[src/pdc_pkg.sv]
// ----------------------------------------------------------------------------
// PWM duty-cycle capture package
// Shared constants for the edge front end, the job queue and the divider.
// ----------------------------------------------------------------------------
package pdc_pkg;

  // default configuration
  localparam int FRAC_BITS_DEF  = 16;
  localparam int TIMER_BITS_DEF = 16;

  // job queue depth between front and back
  localparam int QUEUE_DEPTH = 2;

  // quotient width, and saturation value of the duty word
  localparam int          DUTY_BITS = 16;
  localparam logic [15:0] DUTY_MAX  = 16'hFFFF;

  // timestamp reset values
  localparam int RISE_RESET = 2;
  localparam int FALL_RESET = 1;

endpackage

[src/pdc_if.sv]
// ----------------------------------------------------------------------------
// PWM duty-cycle capture channels
// Valid/ready channels for edge timestamps in and duty results out.
// ----------------------------------------------------------------------------
interface pdc_in_if;
  logic        valid;
  logic        ready;
  logic [15:0] capture_time;

  modport source (output valid, output capture_time, input ready);
  modport sink   (input valid, input capture_time, output ready);
endinterface

interface pdc_out_if;
  logic        valid;
  logic        ready;
  logic [15:0] duty_fraction;
  logic [15:0] period_ticks;
  logic        divide_error;

  modport source (output valid, output duty_fraction, output period_ticks,
                  output divide_error, input ready);
  modport sink   (input valid, input duty_fraction, input period_ticks,
                  input divide_error, output ready);
endinterface

[src/pdc_front.sv]
// ----------------------------------------------------------------------------
// PWM duty-cycle capture front end
// Tracks rising/falling phase, keeps edge timestamps and queues one job
// (period, high time) per rising edge.
// ----------------------------------------------------------------------------
module pdc_front
  import pdc_pkg::*;
#(
  parameter int TIMER_BITS = TIMER_BITS_DEF
) (
  input  logic                    clk,
  input  logic                    rst,
  pdc_in_if.sink                  capture,
  output logic                    push_valid,
  output logic [2*TIMER_BITS-1:0] push_data,
  input  logic                    push_ready
);

  logic                  expect_rising;
  logic [TIMER_BITS-1:0] previous_rise_time;
  logic [TIMER_BITS-1:0] fall_time;

  logic [TIMER_BITS+15:0] capture_ext;
  logic [TIMER_BITS-1:0]  now;
  logic [TIMER_BITS-1:0]  period;
  logic [TIMER_BITS-1:0]  high_time;
  logic                   accept;

  // timestamp masked/extended to timer width
  assign capture_ext = {{TIMER_BITS{1'b0}}, capture.capture_time};
  assign now         = capture_ext[TIMER_BITS-1:0];

  // down-counter: earlier edge minus later edge, wraps naturally
  assign period    = previous_rise_time - now;
  assign high_time = previous_rise_time - fall_time;

  // falling edges need no queue slot
  assign capture.ready = expect_rising ? push_ready : 1'b1;
  assign accept        = capture.valid && capture.ready;

  assign push_valid = capture.valid && expect_rising;
  assign push_data  = {period, high_time};

  // edge phase and timestamps
  always_ff @(posedge clk) begin
    if (rst) begin
      expect_rising      <= 1'b1;
      previous_rise_time <= TIMER_BITS'(RISE_RESET);
      fall_time          <= TIMER_BITS'(FALL_RESET);
    end else if (accept) begin
      if (expect_rising) begin
        previous_rise_time <= now;
        expect_rising      <= 1'b0;
      end else begin
        fall_time     <= now;
        expect_rising <= 1'b1;
      end
    end
  end

endmodule

[src/pdc_queue.sv]
// ----------------------------------------------------------------------------
// PWM duty-cycle capture job queue
// Small register FIFO between the edge front end and the divider.
// ----------------------------------------------------------------------------
module pdc_queue
  import pdc_pkg::*;
#(
  parameter int WIDTH = 2 * TIMER_BITS_DEF,
  parameter int DEPTH = QUEUE_DEPTH
) (
  input  logic             clk,
  input  logic             rst,
  input  logic             push_valid,
  input  logic [WIDTH-1:0] push_data,
  output logic             push_ready,
  output logic             pop_valid,
  output logic [WIDTH-1:0] pop_data,
  input  logic             pop_ready
);

  localparam int PTR_BITS = (DEPTH > 1) ? $clog2(DEPTH) : 1;
  localparam int CNT_BITS = $clog2(DEPTH + 1);

  logic [WIDTH-1:0]    entries [DEPTH];
  logic [PTR_BITS-1:0] wr_ptr;
  logic [PTR_BITS-1:0] rd_ptr;
  logic [CNT_BITS-1:0] count;
  logic                do_push;
  logic                do_pop;

  assign push_ready = (count != CNT_BITS'(DEPTH));
  assign pop_valid  = (count != '0);
  assign pop_data   = entries[rd_ptr];
  assign do_push    = push_valid && push_ready;
  assign do_pop     = pop_valid && pop_ready;

  // storage
  always_ff @(posedge clk) begin
    if (do_push) begin
      entries[wr_ptr] <= push_data;
    end
  end

  // pointers and fill count
  always_ff @(posedge clk) begin
    if (rst) begin
      wr_ptr <= '0;
      rd_ptr <= '0;
      count  <= '0;
    end else begin
      if (do_push) begin
        wr_ptr <= (wr_ptr == PTR_BITS'(DEPTH - 1)) ? '0 : wr_ptr + 1'b1;
      end
      if (do_pop) begin
        rd_ptr <= (rd_ptr == PTR_BITS'(DEPTH - 1)) ? '0 : rd_ptr + 1'b1;
      end
      if (do_push && !do_pop) begin
        count <= count + 1'b1;
      end else if (do_pop && !do_push) begin
        count <= count - 1'b1;
      end
    end
  end

endmodule

[src/pdc_back.sv]
// ----------------------------------------------------------------------------
// PWM duty-cycle capture back end
// Restoring divider, one quotient bit per cycle, with zero-period and
// saturation checks up front and a registered result word.
// ----------------------------------------------------------------------------
module pdc_back
  import pdc_pkg::*;
#(
  parameter int FRAC_BITS  = FRAC_BITS_DEF,
  parameter int TIMER_BITS = TIMER_BITS_DEF
) (
  input  logic                    clk,
  input  logic                    rst,
  input  logic                    pop_valid,
  input  logic [2*TIMER_BITS-1:0] pop_data,
  output logic                    pop_ready,
  pdc_out_if.source               result
);

  localparam int CNT_BITS = $clog2(DUTY_BITS);

  localparam logic [1:0] S_IDLE = 2'd0;
  localparam logic [1:0] S_DIV  = 2'd1;
  localparam logic [1:0] S_DONE = 2'd2;

  logic [1:0] state;

  logic [TIMER_BITS-1:0]  job_period;
  logic [TIMER_BITS-1:0]  job_high;
  logic [TIMER_BITS+15:0] numer;
  logic [TIMER_BITS+15:0] period_ext;
  logic                   saturate;

  logic [TIMER_BITS-1:0] divisor;
  logic [TIMER_BITS-1:0] rem;
  logic [15:0]           lo_bits;
  logic [15:0]           quo;
  logic [CNT_BITS-1:0]   cnt;
  logic [15:0]           ticks;
  logic                  err;

  logic [TIMER_BITS+1:0] trial;
  logic                  fits;
  logic                  out_load;

  assign job_period = pop_data[2*TIMER_BITS-1:TIMER_BITS];
  assign job_high   = pop_data[TIMER_BITS-1:0];

  // dividend = high << FRAC_BITS; quotient overflows 16 bits when its top
  // part already reaches the divisor
  assign numer      = {16'b0, job_high} << FRAC_BITS;
  assign period_ext = {16'b0, job_period};
  assign saturate   = (numer[TIMER_BITS+15:16] >= job_period);

  assign pop_ready = (state == S_IDLE);

  // one restoring step
  assign trial = {1'b0, rem, lo_bits[15]} - {2'b0, divisor};
  assign fits  = !trial[TIMER_BITS+1];

  assign out_load = (state == S_DONE) && (!result.valid || result.ready);

  // divider sequencer
  always_ff @(posedge clk) begin
    if (rst) begin
      state <= S_IDLE;
    end else begin
      case (state)
        S_IDLE: begin
          if (pop_valid) begin
            if (job_period == '0 || saturate) begin
              state <= S_DONE;
            end else begin
              state <= S_DIV;
            end
          end
        end
        S_DIV: begin
          if (cnt == CNT_BITS'(DUTY_BITS - 1)) begin
            state <= S_DONE;
          end
        end
        S_DONE: begin
          if (out_load) begin
            state <= S_IDLE;
          end
        end
        default: state <= S_IDLE;
      endcase
    end
  end

  // divider datapath
  always_ff @(posedge clk) begin
    if (state == S_IDLE && pop_valid) begin
      divisor <= job_period;
      rem     <= numer[TIMER_BITS+15:16];
      lo_bits <= numer[15:0];
      cnt     <= '0;
      ticks   <= period_ext[15:0];
      err     <= (job_period == '0);
      quo     <= (job_period == '0 || saturate) ? DUTY_MAX : '0;
    end else if (state == S_DIV) begin
      rem     <= fits ? trial[TIMER_BITS-1:0] : {rem[TIMER_BITS-2:0], lo_bits[15]};
      lo_bits <= {lo_bits[14:0], 1'b0};
      quo     <= {quo[14:0], fits};
      cnt     <= cnt + 1'b1;
    end
  end

  // output word register
  always_ff @(posedge clk) begin
    if (rst) begin
      result.valid <= 1'b0;
    end else if (out_load) begin
      result.valid <= 1'b1;
    end else if (result.ready) begin
      result.valid <= 1'b0;
    end
  end

  always_ff @(posedge clk) begin
    if (out_load) begin
      result.duty_fraction <= quo;
      result.period_ticks  <= ticks;
      result.divide_error  <= err;
    end
  end

endmodule

[src/pwm_duty_cycle_capture_core.sv]
// ----------------------------------------------------------------------------
// PWM duty-cycle capture core
// Measures PWM duty cycle from down-counter edge timestamps.
//
//   channel   dir   word fields
//   capture   in    capture_time[15:0]
//   result    out   duty_fraction[15:0], period_ticks[15:0], divide_error
//
// A falling-edge word is always accepted and gives no result. A rising-edge
// word gives one result after the divider picks it up: the job is loaded,
// the bit-serial restoring divider runs, and the result is transferred
// into the output register. Zero-period and saturated cases skip the divider.
// A two-entry job queue lets rising edges arrive while the divider is busy
// or a result waits. Reset (rst, synchronous) empties the queue and restores
// the edge phase and timestamps.
// ----------------------------------------------------------------------------
module pwm_duty_cycle_capture_core
  import pdc_pkg::*;
#(
  parameter int FRAC_BITS  = FRAC_BITS_DEF,
  parameter int TIMER_BITS = TIMER_BITS_DEF
) (
  input  logic      clk,
  input  logic      rst,
  pdc_in_if.sink    capture,
  pdc_out_if.source result
);

  logic                    push_valid;
  logic [2*TIMER_BITS-1:0] push_data;
  logic                    push_ready;
  logic                    pop_valid;
  logic [2*TIMER_BITS-1:0] pop_data;
  logic                    pop_ready;

  // edge classification and timestamps
  pdc_front #(
    .TIMER_BITS (TIMER_BITS)
  ) u_front (
    .clk        (clk),
    .rst        (rst),
    .capture    (capture),
    .push_valid (push_valid),
    .push_data  (push_data),
    .push_ready (push_ready)
  );

  // job queue
  pdc_queue #(
    .WIDTH (2 * TIMER_BITS),
    .DEPTH (QUEUE_DEPTH)
  ) u_queue (
    .clk        (clk),
    .rst        (rst),
    .push_valid (push_valid),
    .push_data  (push_data),
    .push_ready (push_ready),
    .pop_valid  (pop_valid),
    .pop_data   (pop_data),
    .pop_ready  (pop_ready)
  );

  // divider and result register
  pdc_back #(
    .FRAC_BITS  (FRAC_BITS),
    .TIMER_BITS (TIMER_BITS)
  ) u_back (
    .clk       (clk),
    .rst       (rst),
    .pop_valid (pop_valid),
    .pop_data  (pop_data),
    .pop_ready (pop_ready),
    .result    (result)
  );

endmodule
[src/flat_wrapper.sv]
// flat-port wrapper written by rule: the top's interface ports become plain ports
module pwm_duty_cycle_capture_core_flat import pdc_pkg::*;
#(
  parameter int FRAC_BITS  = FRAC_BITS_DEF,
  parameter int TIMER_BITS = TIMER_BITS_DEF
)
  (clk, rst, capture_valid, capture_capture_time, capture_ready, result_valid, result_duty_fraction, result_period_ticks, result_divide_error, result_ready);
  pdc_in_if capture_i ();
  pdc_out_if result_i ();
  input  logic clk;
  input  logic rst;
  input wire logic [$bits(capture_i.valid)-1:0] capture_valid;
  input wire logic [$bits(capture_i.capture_time)-1:0] capture_capture_time;
  output wire logic [$bits(capture_i.ready)-1:0] capture_ready;
  output wire logic [$bits(result_i.valid)-1:0] result_valid;
  output wire logic [$bits(result_i.duty_fraction)-1:0] result_duty_fraction;
  output wire logic [$bits(result_i.period_ticks)-1:0] result_period_ticks;
  output wire logic [$bits(result_i.divide_error)-1:0] result_divide_error;
  input wire logic [$bits(result_i.ready)-1:0] result_ready;
  assign capture_i.valid = capture_valid;
  assign capture_i.capture_time = capture_capture_time;
  assign capture_ready = capture_i.ready;
  assign result_valid = result_i.valid;
  assign result_duty_fraction = result_i.duty_fraction;
  assign result_period_ticks = result_i.period_ticks;
  assign result_divide_error = result_i.divide_error;
  assign result_i.ready = result_ready;
  pwm_duty_cycle_capture_core #(.FRAC_BITS(FRAC_BITS), .TIMER_BITS(TIMER_BITS)) u_core (.clk(clk), .rst(rst), .capture(capture_i), .result(result_i));
endmodule
[config.mk]
export PLATFORM = sky130hd
export DESIGN_NAME = pwm_duty_cycle_capture_core_flat
export DESIGN_NICKNAME = d
export VERILOG_FILES = /design/src/pdc_pkg.sv /design/src/pdc_if.sv /design/src/pdc_front.sv /design/src/pdc_queue.sv /design/src/pdc_back.sv /design/src/pwm_duty_cycle_capture_core.sv /design/src/flat_wrapper.sv
export SDC_FILE = /design/constraint.sdc
export NUM_CORES = 1
export LEC_CHECK = 0
export ABC_CLOCK_PERIOD_IN_PS = 3300
export BUFFER_PORTS_ARGS = -buffer_cell sky130_fd_sc_hd__buf_2
export CORE_UTILIZATION = 61
export DETAILED_ROUTE_END_ITERATION = 12
export PLACE_DENSITY_LB_ADDON = 0.15
export SLEW_MARGIN = 20
export SYNTH_ARGS = -nofsm -noshare
export SYNTH_HDL_FRONTEND = slang
export SYNTH_HIERARCHICAL = 1
export SYNTH_SLANG_ARGS = --single-unit
[constraint.sdc]
create_clock -name clk -period 3.3 [get_ports clk]
set_input_delay 0.165 -clock clk [delete_from_list [all_inputs] [get_ports clk]]
set_output_delay 0.165 -clock clk [all_outputs]
set_load 0.1 [all_outputs]
==> results.md <==
- Post-synthesis mux area share: 3.96%
- CP Class: reg -> reg
- Clk pwr share: 17.2%
- Worst EP required: 3.49 ns
- Via count: 6507
- CTS tree: done
- Worst Max-Slew Pin Slew: 1.06 ns
- Filler cells: 1134
- Logic pwr share: 47.1%
- Port buffer count: 54
- Clk sinks: 191
- Cell Pwr Density: 1070 nW/um2
- Die H: 128 um
- Share of cells above drive strength 1: 14.9%
- WP buf/inv: 2
- Final hold viol count: 0
- Synth area leaders: edfxtp_1 46%, dfxtp_1 9.4%, ha_1 8.2%, a21oi_1 4.8%, nand2_1 4.0%
- Internal Power: 6.73 mW
- Leak Pwr: 4.31 nW
- Most Used Layer, Global Route: met2
- Routability cong.: 0.835
- Cells along the critical path: buf_12 > mux2_2 > ha_1 > a21oi_1 > o21ai_0 > a2111oi_1 > o31ai_1 > o2111ai_1 > nand4_2 > buf_4 > o21a_1
- Worst rel slew slack: 29.0%
- Worst-Skew Late Latency: 0.43 ns
- Setup Fix Bufs, Post-CTS: 0
- # H-tree levels: 4
- CTS root buf: clkbuf_16
- Placed instance area: 10100 um2
- Seq cells post-synth: 191
- Status: finished clean
- GR met1 Demand/Resource: 31.1%
- Core Region: 15300 um2
- Simple-gate share of the synthesized area: 11.1%
- FF-to-FF setup slack: 0.23 ns
- Hold path depth: 3
- Starting Density: 62.9%
- Most frequent cells in the layout: 146 x edfxtp_1, 103 x nand2_1, 93 x a21oi_1, 72 x inv_1, 63 x ha_1
- Avg Cell Area, Syn: 11.1 um2
- Fmax achieved: 326 MHz
- CP arrival: 3.25 ns
- Switching part of the total: 41.8%
- Mapped cell area: 9630 um2
- Top FF cell, synth: edfxtp_1
- DR pass1 iterations: 5
- Complex-gate fraction of the synthesized area: 13.3%
- Critical Path End Type: flip-flop
- Post-synth cell types: 66
- Largest family of logic cells by synthesized area: compound AO/OA/AOI/OAI gates
- CTS buffer count: 17
- R2r worst-path depth: 11
- I/O pins: 55
- Synth Area in XOR/XNOR: 3.91%
- Synth async-reset ratio: 0%
- # rows: 45
- Total wire length: 18.6 mm
- GRT Total Usage: 24.3%
- Final Cell Area: 10800 um2
- Clock Path Buffers: 2
- Mapped Cells: 868
- Area share of fa/ha/maj cells after synthesis: 8.81%
- Yosys top cell by area: edfxtp_1
- Fin Hold WS: 0.0226 ns
- Worst path slowest cell: mux2_2
- Crit start category: flip-flop
- Most common cell after layout, fill and taps aside: edfxtp_1
- Total number of yosys warnings: 6
- DRT iter0 DRCs: 346
- Peak supply drop: 0.676 mV
- Sw power: 4.83 mW
- Initial antenna violation count: 0
- Wire per inst: 16.1 um
- Register share of total power: 35.7%
- Vias in the first global route: 6493
- EDFF count, synth: 146
- Max stage delay on crit path: 0.39 ns
- Worst hold path type: in -> reg
- Post-route ant nets: 0
- Final Power: 11.6 mW
- Layout Nets: 1021
- Maxcap violations: 0
- Post-DP HPWL: 13.6 mm
- Crit path max fanout: 32
- Critical R2R Capture: u_core/u_back/quo[7]
- Area occupied by multi-input gates: 3960 um2
- Clock skew: 0.0106 ns
- Share of the synthesized area in the top cell type: 45.5%
- Worst Hold End: u_core/u_front/expect_rising
- First-pass GRT wire length: 30.8 mm
- RSZ-0062 raised after global routing: no
- HP Start: capture_valid
- Pin count of the biggest net entering global routing: 42
- Global Route met3 Usage: 3.84%
- Final min period: 3.07 ns
- Die area: 16300 um2
- # diodes: 0
- Finish-stage setup viols: 0
- Die width: 128 um
- Area delta synth->final: 12.6%
- Max-slew violation count: 0
- Vias/cell: 5.61
- Tcrit/Tclk final: 92.9%
- Post-synthesis sequential area ratio: 54.9%
- Setup TNS: 0 ns
- CP delay by family, top: compound AO/OA/AOI/OAI gates
- Global route overflow: 0
- FF+latch area: 5290 um2
- M2 GR Usage: 41.2%
- Syn Nets: 954
- DRC: 0
- Worst-path clk slew: 0.08 ns
[flip-flops by register name, indices dropped and copies added, names as in the netlist, named ones only]
name / flops
u_core/u_back/rem: 16
u_core/u_front/previous_rise_time: 16
u_core/u_back/state: 2
u_core/u_queue/entries: 64
u_core/u_back/result.period_ticks: 16
u_core/u_front/expect_rising: 1
u_core/u_back/cnt: 4
u_core/u_back/result.duty_fraction: 16
u_core/u_front/fall_time: 16
u_core/u_back/ticks: 16
u_core/u_back/result.valid: 1
u_core/u_queue/rd_ptr: 1
u_core/u_back/quo: 16
u_core/u_queue/count: 2
u_core/u_back/err: 1
u_core/u_queue/wr_ptr: 1
u_core/u_back/result.divide_error: 1
[metrics by stage]
step	cells	util, %	setup slack, ns
2_1_floorplan	868	-	0.415
3_3_place_gp	1112	66.0	0.366
3_5_place_dp	1112	66.0	0.134
4_1_cts	1159	70.8	0.139
5_1_grt	1159	70.8	0.0793
6_report	1159	70.8	0.235
[power groups by stage]
stage	registers [mW]	clock network [mW]	logic [mW]
2_1_floorplan	4.66	0	3.70
3_3_place_gp	4.15	0	5.13
3_5_place_dp	4.18	0	5.32
4_1_cts	4.13	2.03	5.42
5_1_grt	4.20	2.13	5.99
6_report	4.13	1.99	5.44
[how the worst max path moves through the flow]
stage	start	cells after the start	slack [ns]	end
after global placement	flip-flop	11	0.37	u_core/u_back/quo[6]
after global routing	flip-flop	11	0.08	u_core/u_back/quo[14]
after detailed placement	flip-flop	11	0.13	u_core/u_back/quo[14]
after CTS	flip-flop	11	0.14	u_core/u_back/quo[14]
final	flip-flop	11	0.23	u_core/u_back/quo[7]
after floorplan	flip-flop	12	0.42	u_core/u_back/quo[10]
[metal layers]
metal  wire length (um)  up-vias
met5                  0        -
met4                420        0
met3                642       29
met2               9140      156
met1               8410     3077
li1                   -     3245
[cell usage after synthesis, drive strengths merged, types with 2 or more instances]
cell	number
a211oi	7
nand4	7
o211ai	4
o21bai	5
and3	4
nand3	7
nor2b	11
buf	9
o31a	4
a21oi	95
ha	63
a311oi	2
or2	3
o21a	21
a21boi	2
nand2b	18
inv	73
a31oi	3
nand3b	2
o21ai	27
o31ai	2
edfxtp	146
nand2	104
nor4	5
a21o	15
nor3	6
fa	3
a32oi	2
or3	5
dfxtp	45
xor2	19
nor2	49
and2	3
clkbuf	19
o2111ai	3
xnor2	24
a211o	4
mux2	33
[cells by family after synthesis]
| family | after synthesis |
|---|---|
| mux | 34 |
| simple gates | 229 |
| compound gates | 204 |
| fa+ha+maj | 66 |
| buf+inv | 101 |
| flops | 191 |
| xor+xnor | 43 |
[repair_timing]
item / 4_1_cts / 5_1_grt
hold buffers: 15 / 0
endpoints found under the hold margin: 30 / 0
setup endpoints to repair: 0 / 15
resized for setup: 0 / 1
[tightest hold or removal path: cells and delay by family]
| kind | cells | cell delay, ns |
|---|---|---|
| buffers and inverters | 1 | 0.12 |
| AO/OA/AOI/OAI | 1 | 0.10 |
| AND/OR/NAND/NOR | 1 | 0.04 |
[layout make-up]
cell class / count / area share (%)
repair buffers: 76 / 4.48
inverters: 73 / 2.53
flip-flops and latches: 191 / 48.7
multi-input cells: 576 / 36.5
clock inverters: 15 / 1.40
well taps: 211 / 2.43
clock buffers: 17 / 3.92
Power figures use the tool's default switching activity.
